<file path="config.mk">
export PLATFORM = sky130hd
export DESIGN_NAME = lrc_frame_receiver_tag_decoder
export DESIGN_NICKNAME = d
export VERILOG_FILES = /design/src/lrctd_pkg.sv /design/src/lrctd_ctrl.sv /design/src/lrctd_dp.sv /design/src/lrc_frame_receiver_tag_decoder.sv
export SDC_FILE = /design/constraint.sdc
export NUM_CORES = 2
export LEC_CHECK = 0
export BUFFER_PORTS_ARGS = -buffer_cell sky130_fd_sc_hd__buf_2
export CAP_MARGIN = 20
export CORE_ASPECT_RATIO = 1.4
export CORE_MARGIN = 4
export CORE_UTILIZATION = 50
export CTS_BUF_LIST = sky130_fd_sc_hd__clkbuf_8
export DETAILED_ROUTE_END_ITERATION = 8
export PLACE_DENSITY = 0.66
export REMOVE_ABC_BUFFERS = 1
export SYNTH_ARGS = -nofsm -noshare
export SYNTH_HDL_FRONTEND = slang
export SYNTH_HIERARCHICAL = 1
export SYNTH_SLANG_ARGS = --single-unit
</file>
<file path="constraint.sdc">
create_clock -name i_clk -period 4.2 [get_ports i_clk]
set_input_delay 0.84 -clock i_clk [delete_from_list [all_inputs] [get_ports i_clk]]
set_output_delay 0.84 -clock i_clk [all_outputs]
set_load 0.02 [all_outputs]
</file>
<file path="src/lrctd_pkg.sv">
// Shared types and constants for the LRC frame receiver and tag decoder.
// No dependencies; imported by lrctd_ctrl, lrctd_dp and the top level.
`default_nettype none

package lrctd_pkg;

    localparam int FRAME_CAP = 256;
    localparam int EPC_MAX   = 12;
    localparam int K_W       = $clog2(EPC_MAX + 1);

    localparam logic [7:0] HDR_BYTE = 8'hA0;
    localparam logic [7:0] TAG_CMD  = 8'h89;

    localparam logic [3:0] LAST_STEP = 4'd10;

    localparam logic [1:0] KIND_TAG    = 2'd0;
    localparam logic [1:0] KIND_OTHER  = 2'd1;
    localparam logic [1:0] KIND_CKSUM  = 2'd2;
    localparam logic [1:0] KIND_BADLEN = 2'd3;

    typedef enum logic [3:0] {
        ST_HUNT,
        ST_LEN,
        ST_BODY,
        ST_RD,
        ST_CAP,
        ST_DECIDE,
        ST_EPC_RD,
        ST_EPC_CAP,
        ST_OUT
    } t_state;

    typedef struct packed {
        logic hdr_load;
        logic len_load;
        logic body_load;
        logic lrc_load;
        logic rd_issue;
        logic rd_capture;
        logic epc_issue;
        logic epc_capture;
        logic out_bad_len;
        logic out_simple;
    } t_dp_cmd;

    typedef struct packed {
        logic is_hdr;
        logic len_bad;
        logic body_last;
        logic lrc_ok;
        logic step_done;
        logic is_tag;
        logic out_last;
    } t_dp_stat;

endpackage

`default_nettype wire

</file>
<file path="src/lrctd_ctrl.sv">
// Controller FSM: sequences byte intake, frame-end fetches and result output.
// Depends on lrctd_pkg; drives lrctd_dp through t_dp_cmd.
`default_nettype none

module lrctd_ctrl
    import lrctd_pkg::*;
(
    input  wire logic     i_clk,
    input  wire logic     i_rst_n,
    input  wire logic     i_in_valid,
    output logic          o_in_ready,
    output logic          o_out_valid,
    input  wire logic     i_out_ready,
    input  wire t_dp_stat i_stat,
    output t_dp_cmd       o_cmd
);

    t_state r_state;
    t_state n_state;
    logic   w_in_fire;
    logic   w_out_fire;

    assign o_in_ready  = (r_state == ST_HUNT) || (r_state == ST_LEN) || (r_state == ST_BODY);
    assign o_out_valid = (r_state == ST_OUT);
    assign w_in_fire   = i_in_valid && o_in_ready;
    assign w_out_fire  = o_out_valid && i_out_ready;

    always_ff @(posedge i_clk) begin
        if (!i_rst_n) begin
            r_state <= ST_HUNT;
        end else begin
            r_state <= n_state;
        end
    end

    always_comb begin
        n_state = r_state;
        case (r_state)
            ST_HUNT: begin
                if (w_in_fire && i_stat.is_hdr) begin
                    n_state = ST_LEN;
                end
            end
            ST_LEN: begin
                if (w_in_fire) begin
                    n_state = i_stat.len_bad ? ST_OUT : ST_BODY;
                end
            end
            ST_BODY: begin
                if (w_in_fire && i_stat.body_last) begin
                    n_state = ST_RD;
                end
            end
            ST_RD:      n_state = ST_CAP;
            ST_CAP:     n_state = i_stat.step_done ? ST_DECIDE : ST_RD;
            ST_DECIDE:  n_state = (i_stat.lrc_ok && i_stat.is_tag) ? ST_EPC_RD : ST_OUT;
            ST_EPC_RD:  n_state = ST_EPC_CAP;
            ST_EPC_CAP: n_state = ST_OUT;
            ST_OUT: begin
                if (w_out_fire) begin
                    n_state = i_stat.out_last ? ST_HUNT : ST_EPC_RD;
                end
            end
            default:    n_state = ST_HUNT;
        endcase
    end

    always_comb begin
        o_cmd             = '0;
        o_cmd.hdr_load    = (r_state == ST_HUNT) && w_in_fire && i_stat.is_hdr;
        o_cmd.len_load    = (r_state == ST_LEN) && w_in_fire && !i_stat.len_bad;
        o_cmd.out_bad_len = (r_state == ST_LEN) && w_in_fire && i_stat.len_bad;
        o_cmd.body_load   = (r_state == ST_BODY) && w_in_fire && !i_stat.body_last;
        o_cmd.lrc_load    = (r_state == ST_BODY) && w_in_fire && i_stat.body_last;
        o_cmd.rd_issue    = (r_state == ST_RD);
        o_cmd.rd_capture  = (r_state == ST_CAP);
        o_cmd.out_simple  = (r_state == ST_DECIDE) && !(i_stat.lrc_ok && i_stat.is_tag);
        o_cmd.epc_issue   = (r_state == ST_EPC_RD);
        o_cmd.epc_capture = (r_state == ST_EPC_CAP);
    end

    a_no_overlap: assert property (@(posedge i_clk) disable iff (!i_rst_n)
        !(o_in_ready && o_out_valid))
        else $error("input and output handshakes open together");

    a_last_to_hunt: assert property (@(posedge i_clk) disable iff (!i_rst_n)
        (w_out_fire && i_stat.out_last) |=> (r_state == ST_HUNT))
        else $error("final result did not return to header hunt");

    a_lrc_fetch: assert property (@(posedge i_clk) disable iff (!i_rst_n)
        o_cmd.lrc_load |=> (r_state == ST_RD) && !o_in_ready)
        else $error("checksum byte did not start the fetch sequence");

    a_more_to_epc: assert property (@(posedge i_clk) disable iff (!i_rst_n)
        (w_out_fire && !i_stat.out_last) |=> (r_state == ST_EPC_RD))
        else $error("tag run stopped before its last result");

endmodule

`default_nettype wire

</file>
<file path="src/lrctd_dp.sv">
// Datapath: frame store, length/checksum tracking, field capture, result registers.
// Depends on lrctd_pkg; steered by lrctd_ctrl through t_dp_cmd.
`default_nettype none

module lrctd_dp
    import lrctd_pkg::*;
(
    input  wire logic        i_clk,
    input  wire logic        i_rst_n,
    input  wire logic [7:0]  i_rx_byte,
    input  wire t_dp_cmd     i_cmd,
    output t_dp_stat         o_stat,
    output logic [1:0]       o_frame_kind,
    output logic [7:0]       o_command,
    output logic [7:0]       o_status_code,
    output logic [7:0]       o_antenna,
    output logic [15:0]      o_protocol_control,
    output logic [31:0]      o_signal_raw,
    output logic signed [8:0] o_signal_level,
    output logic [23:0]      o_carrier_freq,
    output logic [3:0]       o_epc_length,
    output logic [7:0]       o_epc_byte,
    output logic             o_last
);

    logic [7:0]     r_mem [256];
    logic [7:0]     r_rdata;

    logic [7:0]     r_len;
    logic [7:0]     r_cnt;
    logic [7:0]     r_sum;
    logic           r_lrc_ok;
    logic [3:0]     r_step;
    logic [K_W-1:0] r_k;

    logic [7:0]     r_cmd;
    logic [7:0]     r_ant;
    logic [15:0]    r_pc;
    logic [31:0]    r_rssi;
    logic [23:0]    r_freq;
    logic [1:0]     r_kind;
    logic [7:0]     r_status;
    logic [7:0]     r_epc_byte;
    logic           r_last;

    logic [7:0]       w_n;
    logic [7:0]       w_step_addr;
    logic [7:0]       w_rd_addr;
    logic             w_tag;
    logic signed [8:0] w_dbm;

    assign w_n         = r_len - 8'd14;
    assign w_step_addr = (r_step < 4'd4) ? (8'd3 + {4'b0000, r_step})
                                         : (r_len - 8'd11 + {4'b0000, r_step});
    assign w_rd_addr   = i_cmd.epc_issue ? (8'd7 + 8'(r_k)) : w_step_addr;

    assign o_stat.is_hdr    = (i_rx_byte == HDR_BYTE);
    assign o_stat.len_bad   = (i_rx_byte < 8'd3) ||
                              ((10'(i_rx_byte) + 10'd2) > 10'(FRAME_CAP));
    assign o_stat.body_last = (9'(r_cnt) + 9'd1) >= 9'(r_len);
    assign o_stat.lrc_ok    = r_lrc_ok;
    assign o_stat.step_done = (r_step == LAST_STEP);
    assign o_stat.is_tag    = (r_cmd == TAG_CMD) && (r_len >= 8'd15) &&
                              (9'(r_len) <= 9'(14 + EPC_MAX));
    assign o_stat.out_last  = r_last;

    always_ff @(posedge i_clk) begin
        if (i_cmd.body_load) begin
            r_mem[r_cnt + 8'd2] <= i_rx_byte;
        end
        if (i_cmd.rd_issue || i_cmd.epc_issue) begin
            r_rdata <= r_mem[w_rd_addr];
        end
    end

    always_ff @(posedge i_clk) begin
        if (!i_rst_n) begin
            r_len    <= '0;
            r_cnt    <= '0;
            r_sum    <= '0;
            r_lrc_ok <= 1'b0;
            r_step   <= '0;
            r_k      <= '0;
        end else begin
            if (i_cmd.hdr_load) begin
                r_sum <= HDR_BYTE;
            end
            if (i_cmd.len_load) begin
                r_len <= i_rx_byte;
                r_sum <= r_sum + i_rx_byte;
                r_cnt <= '0;
            end
            if (i_cmd.body_load) begin
                r_cnt <= r_cnt + 8'd1;
                r_sum <= r_sum + i_rx_byte;
            end
            if (i_cmd.lrc_load) begin
                r_lrc_ok <= ((8'd0 - r_sum) == i_rx_byte);
                r_step   <= '0;
                r_k      <= '0;
            end
            if (i_cmd.rd_capture) begin
                r_step <= r_step + 4'd1;
            end
            if (i_cmd.epc_capture) begin
                r_k <= r_k + K_W'(1);
            end
        end
    end

    always_ff @(posedge i_clk) begin
        if (i_cmd.rd_capture) begin
            case (r_step) inside
                4'd0:          r_cmd       <= r_rdata;
                4'd1:          r_ant       <= r_rdata;
                4'd2:          r_pc[15:8]  <= r_rdata;
                4'd3:          r_pc[7:0]   <= r_rdata;
                [4'd4:4'd7]:   r_rssi      <= {r_rssi[23:0], r_rdata};
                [4'd8:4'd10]:  r_freq      <= {r_freq[15:0], r_rdata};
                default:       r_cmd       <= r_cmd;
            endcase
        end
        if (i_cmd.epc_capture) begin
            r_kind     <= KIND_TAG;
            r_status   <= '0;
            r_epc_byte <= r_rdata;
            r_last     <= ((8'(r_k) + 8'd1) == w_n);
        end
        if (i_cmd.out_simple) begin
            r_kind   <= r_lrc_ok ? KIND_OTHER : KIND_CKSUM;
            r_status <= (r_lrc_ok && (r_len >= 8'd4)) ? r_ant : 8'd0;
            r_last   <= 1'b1;
        end
        if (i_cmd.out_bad_len) begin
            r_kind   <= KIND_BADLEN;
            r_status <= '0;
            r_last   <= 1'b1;
        end
    end

    // second RSSI byte, halved and negated, less 30
    assign w_dbm = -$signed({2'b00, r_rssi[23:17]}) - 9'sd30;
    assign w_tag = (r_kind == KIND_TAG);

    assign o_frame_kind       = r_kind;
    assign o_command          = (r_kind == KIND_BADLEN) ? 8'd0 : r_cmd;
    assign o_status_code      = r_status;
    assign o_antenna          = w_tag ? r_ant : 8'd0;
    assign o_protocol_control = w_tag ? r_pc : 16'd0;
    assign o_signal_raw       = w_tag ? r_rssi : 32'd0;
    assign o_signal_level     = w_tag ? w_dbm : 9'sd0;
    assign o_carrier_freq     = w_tag ? r_freq : 24'd0;
    assign o_epc_length       = w_tag ? w_n[3:0] : 4'd0;
    assign o_epc_byte         = w_tag ? r_epc_byte : 8'd0;
    assign o_last             = r_last;

endmodule

`default_nettype wire

</file>
<file path="src/lrc_frame_receiver_tag_decoder.sv">
// Top level of the LRC frame receiver and tag-report decoder.
// Depends on lrctd_pkg, lrctd_ctrl and lrctd_dp.
//
//   Channel   Direction  Handshake                  Payload
//   in        input      i_in_valid / o_in_ready    i_rx_byte
//   out       output     o_out_valid / i_out_ready  o_frame_kind .. o_last (11 fields)
//
// Header, length and body bytes are taken one per cycle; a bad length byte
// offers its result in the next cycle.
// At frame end 11 stored bytes are fetched through the single frame-store read
// port, each by a read state and a capture state; then the frame is classified.
// A non-tag result is then offered at once; each tag result passes through a
// store read, a capture and the output state, which can stall on i_out_ready.
// No bytes are taken while results are pending; i_rst_n is synchronous, active low.
`default_nettype none

module lrc_frame_receiver_tag_decoder
    import lrctd_pkg::*;
(
    input  wire logic         i_clk,
    input  wire logic         i_rst_n,
    input  wire logic         i_in_valid,
    output logic              o_in_ready,
    input  wire logic [7:0]   i_rx_byte,
    output logic              o_out_valid,
    input  wire logic         i_out_ready,
    output logic [1:0]        o_frame_kind,
    output logic [7:0]        o_command,
    output logic [7:0]        o_status_code,
    output logic [7:0]        o_antenna,
    output logic [15:0]       o_protocol_control,
    output logic [31:0]       o_signal_raw,
    output logic signed [8:0] o_signal_level,
    output logic [23:0]       o_carrier_freq,
    output logic [3:0]        o_epc_length,
    output logic [7:0]        o_epc_byte,
    output logic              o_last
);

    t_dp_cmd  w_cmd;
    t_dp_stat w_stat;

    lrctd_ctrl u_ctrl (
        .i_clk       (i_clk),
        .i_rst_n     (i_rst_n),
        .i_in_valid  (i_in_valid),
        .o_in_ready  (o_in_ready),
        .o_out_valid (o_out_valid),
        .i_out_ready (i_out_ready),
        .i_stat      (w_stat),
        .o_cmd       (w_cmd)
    );

    lrctd_dp u_dp (
        .i_clk              (i_clk),
        .i_rst_n            (i_rst_n),
        .i_rx_byte          (i_rx_byte),
        .i_cmd              (w_cmd),
        .o_stat             (w_stat),
        .o_frame_kind       (o_frame_kind),
        .o_command          (o_command),
        .o_status_code      (o_status_code),
        .o_antenna          (o_antenna),
        .o_protocol_control (o_protocol_control),
        .o_signal_raw       (o_signal_raw),
        .o_signal_level     (o_signal_level),
        .o_carrier_freq     (o_carrier_freq),
        .o_epc_length       (o_epc_length),
        .o_epc_byte         (o_epc_byte),
        .o_last             (o_last)
    );

endmodule

`default_nettype wire
</file>
Word-level counts from Yosys, hierarchy flattened
Memories as Yosys holds them, arrays and structs flattened. A register that Yosys moved wholly into a read port is not among the register bits.
Cells that the tools add are included.

storage, ports and cells
  register bits after elaboration = 144
  latch bits = 0
  memory bits (writable) = 2048
  bits in read-only memories = 0
  input port bits = 12
  output and inout bits = 122
  word-level logic and storage cells = 148
  memories = 1

operators by class
  $add $sub $neg = 16
  $mul = 0
  div/mod/pow operators = 0
  order comparisons = 11
  equality and inequality tests = 21
  shift operators = 0
  muxes and demuxes = 35
  bitwise operators = 5
  reductions and logical operators = 42

memory list
  memory      depth  width  read ports  clocked after Yosys merged registers in  write ports  RTL line        RTL
  u_dp.r_mem  256    8      1           1                                        1            lrctd_dp.sv:26  logic [7:0] r_mem [256];

operators by type and width
  cell                 count
  $mux 8               13
  $mux 4               10
  $pmux 4 s9           1
  $mux 32              1
  $mux 24              1
  $logic_and 1x1->1    19
  $eq 4x2->1 const B   4
  $eq 4x3->1 const B   4
  $eq 8x8->1           2
  $eq 8x8->1 const B   2
  $mux 16              1
  $sub 8x4->8 const B  2
  $gt 10x9->1 const B  1
  $add 8x1->9 const B  1
  $add 8x2->9 const B  1
  $ge 9x8->1           1
  $mux 9               1
  $neg 7->9            1
  $sub 9x6->9 const B  1
  $add 4x1->4 const B  2
  $add 8x1->8 const B  1
  $add 8x2->8 const B  1
  $add 8x4->8          1
  $add 8x8->8          1
  35 further kinds     57

Depth between registers and ports, before layout
  depth in word-level cells = 9
  depth in mapped cells = 17

Modules after synthesis
The synthesis kept the hierarchy.

by module, submodules not included
  module      instances  cells an instance  area each (µm²)
  lrctd_dp    1          5456               87949.4
  lrctd_ctrl  1          63                 422.9

Least setup slack after synthesis
Ideal clock, no wire load.

  path type = register to register
  start = register u_dp.r_cnt[0]
  end = memory u_dp.r_mem[105][0], enable pin
  setup time = 0.370 ns
  arrival = 3.520 ns
  setup slack = 0.310 ns
  cell stages (with the launch flop) = 18
  period minus slack after synthesis = 3.890 ns
  cell sequence = dfxtp_1 > inv_1 > ha_1 > ha_1 > a21o_1 > a21o_1 > a21o_1 > a21o_1 > a21o_1 > a21oi_1 > o21ai_0 > nor2_1 > clkbuf_1 > nand2b_1 > nor2_1 > nand2_1 > clkbuf_1 > nor2_1

RTL lines
  what                      RTL line        RTL
  start: declaration        lrctd_dp.sv:30  logic [7:0] r_cnt;
  start signal: assignment  lrctd_dp.sv:94  r_cnt <= r_cnt + 8'd1;
  end: declaration          lrctd_dp.sv:26

Worst setup path after layout
  start = register u_dp.r_step[0]
  end = register u_dp.r_rdata[2] (read register of u_dp.r_mem) (data pin)

on the way
  word-level cells in the longest chain between the ends = 3
  elaborated cells on any way between the ends = 5

ends and longest elaborated chain
  what                                       RTL line         RTL
  start: declaration                         lrctd_dp.sv:33   logic [3:0] r_step;
  start signal: assignment                   lrctd_dp.sv:103  r_step <= r_step + 4'd1;
  $add 8x4->8, or another cell as far along  lrctd_dp.sv:54   : (r_len - 8'd11 + {4'b0000, r_step});
  $mux 8 *                                   lrctd_dp.sv:53   assign w_step_addr = (r_step < 4'd4) ? (8'd3 + {4'b0000, r_step})
  $mux 8 *                                   lrctd_dp.sv:55   assign w_rd_addr = i_cmd.epc_issue ? (8'd7 + 8'(r_k)) : w_step_addr;
  end: declaration                           lrctd_dp.sv:27   logic [7:0] r_rdata;

Mark *: on every way between the ends. The rest lies on a longest branch, timed or not.
A chain may end at the register's enable or synchronous reset.

==> impl_metrics.ini <==
[pwr]
intPower_w = 0.03264
switchingPower_w = 0.008555
leakage_nw = 35.94
power_dens_cells_mw_per_mm2 = 394.2
seq_power_share_pct = 58.5
pwr-share-clk_pct = 39.7
power.switching_fraction_pct = 20.77
power_frac_comb_pct = 1.8
ir_worst_vdd_v = 0.0003054

[sta]
layout_min_cycle_time_ns = 4.153
report.final.hold_viol_count = 0
timing.hold.ws_ns = 0.1861
worst_slew_margin_rel_pct = 22.26
max_fclk_mhz = 240.8
clock-skew-final_ns = 0.05527
report.final.setup_viol = 0
worst_slew_pin_slew_ns = 1.166
finalMaxSlewViolations = 0
timing.final.crit_share_pct = 98.88

[setup_path]
critical_path.n_buffers_inverters = 9
start_kind = flop
crit_path_cell_trace = inv_2 -> buf_4 -> ha_1 -> nor3b_1 -> buf_4 -> o31ai_4 -> buf_6 -> buf_12 -> buf_16 -> buf_12 -> buf_4 -> mux4_2 -> a32oi_1 -> nand2_1 -> a211oi_2 -> buf_4 -> nor4_1
critical_path_cell_with_the_highest_stage_delay = sky130_fd_sc_hd__a211oi_2
timing.rr.start = u_dp/r_step[0]
critical-path-top-cell-by-count = sky130_fd_sc_hd__buf_4
r2r_setup_slack_ns = 0.05
critical-path-top-delay-family = buffers and inverters
critPathArrivalTime_ns = 4.91
critical_path_class = reg -> reg
worst_ep_required_ns = 4.95
crit-reg2reg-capture = u_dp/r_rdata[2]
timing.critical_path.fanout_max = 13
number_of_cell_instances_on_the_worst_register_to_register_path = 17
delay_of_the_slowest_cell_on_the_worst_path_ns = 0.48
critical_path.endpoint_type = flop

[floorplanning]
fp.dieW_um = 363.3
die-area_mm2 = 0.1836
die_y_um = 505.4
num_rows = 182
placeableCoreArea_mm2 = 0.1758
initial_core_util_pct = 50.27
boundaryPins = 134

[min_path]
hold_end = u_dp/r_mem[244][1]
hold_path.class = in -> reg
hold_path_depth = 1
holdCritStartpoint = i_rx_byte[1]

[global_routing]
gr-usage-all-layers_pct = 28.83
global_route_wire_length_before_repair_mm = 383.6
grt_pass1_vias = 55220
grt_remaining_overflow = 0
pin_count_of_the_biggest_net_entering_global_routing = 178
initial_antenna_violation_count = 13

[clocking]
clock_tree.root_cell = sky130_fd_sc_hd__clkbuf_8
clockBufferDepth = 4
path_clk_slew_ns = 0.07
cts_htree_levels = 5
tritoncts = yes
cts_sinks = 2200
holdBufCountCts = 0
clock_insertion_delay_worst_skew_ns = 1.05
cts-buffers-inserted = 325

[yosys]
synthDominantCellAreaShare_pct = 73.12
count_of_flip_flops_with_a_built_in_enable_after_synthesis = 2152
synth.cells.most_frequent = sky130_fd_sc_hd__edfxtp_1 (2152), sky130_fd_sc_hd__nand2_1 (697), sky130_fd_sc_hd__a21oi_1 (367)
netlist_area_mm2 = 0.08837
synth.avg_cell_area_um2 = 16.01
seq_area_frac_synth_pct = 74.21
ys_seq_elements = 2200
ys.warnings.count = 6
synth.most_common_cell = sky130_fd_sc_hd__edfxtp_1
post-synth-top-area-cell = sky130_fd_sc_hd__edfxtp_1
synth_top_cells_by_area = sky130_fd_sc_hd__edfxtp_1 (73%), sky130_fd_sc_hd__mux4_2 (6.1%), sky130_fd_sc_hd__nand2_1 (3.0%)
async_flop_share_pct = 0
synthCells = 5519
yosys_most_used_dff = sky130_fd_sc_hd__edfxtp_1
yosys.cell_types.count = 83

[routing]
dr_total_vias = 55370
drt_drc_violations_left = 0
drt_antenna_net_count = 0
detail_route.wl_per_cell_um = 29.62
avgViaCountPerCell = 6.140
drt_first_iter_violations = 7109
dr.pass1.iters = 8
routed_wl_mm = 267.1

[layout]
fraction_of_layout_cells_with_a_size_suffix_above_1_pct = 26.20
area.growth.synth_to_final_pct = 18.28
n_fill_cell = 13210
finalCoreUtilization_pct = 59.46
final_net_count = 6542

[outcome]
status = finished, final reports clean

[place]
io_buffer_count = 133
dp_hpwl_mm = 177.4
gp_routability_congestion = 0.9480

[run]
drv_cap = 0
-- stage by stage --
step / worst slack [ns] / cell area [um2] / cells / power [W] / setup TNS (ns)
3_5_place_dp: -0.7314 / 97780 / 8431 / 0.02528 / -21.15
5_1_grt: -0.001766 / 104500 / 9013 / 0.04256 / -0.002146
2_1_floorplan: -42.34 / 86630 / 5157 / 0.02474 / -337.02
6_report: 0.04721 / 104500 / 9017 / 0.04120 / 0
4_1_cts: -0.01018 / 104100 / 8997 / 0.04144 / -0.01018
3_3_place_gp: -0.6541 / 97780 / 8431 / 0.02527 / -22.92
-- cell type report --
cell class	instances	area (um2)	area share [%]
clock buffer	330	4542	4.345
multi-input combinational	2921	21460	20.53
antenna	8	20.02	0.01915
inverter	36	135.1	0.1293
sequential	2200	65590	62.75
tap	2300	2878	2.753
clock inverter	226	1434	1.372
timing repair buffer	996	8467	8.100
-- power groups by stage --
stage / sequential, W / combinational [W] / clock [W]
global placement: 0.0245 / 0.000718 / 0
finish: 0.0241 / 0.000742 / 0.0164
detailed placement: 0.0245 / 0.000734 / 0
CTS: 0.0241 / 0.000736 / 0.0166
global route: 0.0241 / 0.000784 / 0.0177
floorplan: 0.0246 / 0.000187 / 0
-- worst max-delay path by stage --
stage	slack, ns	cells after the start	to	start
finish	0.05	17	u_dp/r_rdata[2]	u_dp/r_step[0]
global route	-0.002	16	u_dp/r_rdata[5]	u_dp/r_step[1]
CTS	-0.01	16	u_dp/r_rdata[6]	u_dp/r_step[0]
detailed placement	-0.73	16	u_dp/r_rdata[6]	u_dp/r_len[0]
global placement	-0.65	16	u_dp/r_rdata[6]	u_dp/r_len[0]
floorplan	-42.34	10	u_dp/r_rdata[5]	u_dp/r_len[1]
-- what timing repair did --
item / in CTS / in global routing
gates resized for setup: 59 / 65
gates cloned: 1 / 2
pin swaps: 9 / 20
setup buffers: 9 / 11
setup endpoints to repair: 731 / 1316
-- cell usage in the layout, fill, tap and decap left out, drive strengths merged, types with 10 or more instances in the layout --
cell type	netlist	final
nor3	32	32
o21ai	103	103
a31oi	16	16
a2111oi	24	24
xor2	17	17
clkinv	0	105
a221o	16	16
buf	182	992
nor2b	26	26
o31ai	11	11
nor4b	11	11
nand3	134	134
nand2	697	697
mux2i	137	137
mux4	241	241
mux2	11	11
xnor2	25	25
nor2	333	333
ha	48	48
a211oi	42	42
and3	22	22
bufinv	0	18
nand4	46	46
a21o	12	12
and2	110	110
a21oi	367	367
inv	36	130
edfxtp	2152	2152
dfxtp	48	48
nor3b	19	19
nand2b	19	19
a32oi	71	71
nor4	29	29
o211ai	20	20
clkbuf	180	333
a22oi	74	74
o2111ai	10	10
a221oi	116	116
-- flip-flops by register name, indices dropped and copies added, names as in the netlist, 2 cells and up --
register	count
u_ctrl/r_state	4
u_dp/o_frame_kind	2
u_dp/o_status_code	8
u_dp/r_ant	8
u_dp/r_cmd	8
u_dp/r_cnt	8
u_dp/r_epc_byte	8
u_dp/r_freq	24
u_dp/r_k	4
u_dp/r_len	8
u_dp/r_mem	2048
u_dp/r_pc	16
u_dp/r_rdata	8
u_dp/r_rssi	32
u_dp/r_step	4
u_dp/r_sum	8
-- routing by layer --
metal	track usage, %	part of all wire [%]
met5	0	0.0075
met4	18.15	7.0
met1	35.47	35
met2	46.99	49
met3	5.725	9.0
-- logic make-up after synthesis --
| group | after synthesis | share of synthesized area (%) |
|---|---|---|
| flops | 2200 | 74.21 |
| xor+xnor | 42 | 0.4163 |
| simple gates | 1507 | 7.647 |
| buf+inv | 398 | 2.129 |
| mux | 389 | 7.851 |
| fa+ha+maj | 50 | 0.7249 |
| compound gates | 933 | 7.020 |
No activity file was read; power rests on OpenSTA's default activity.
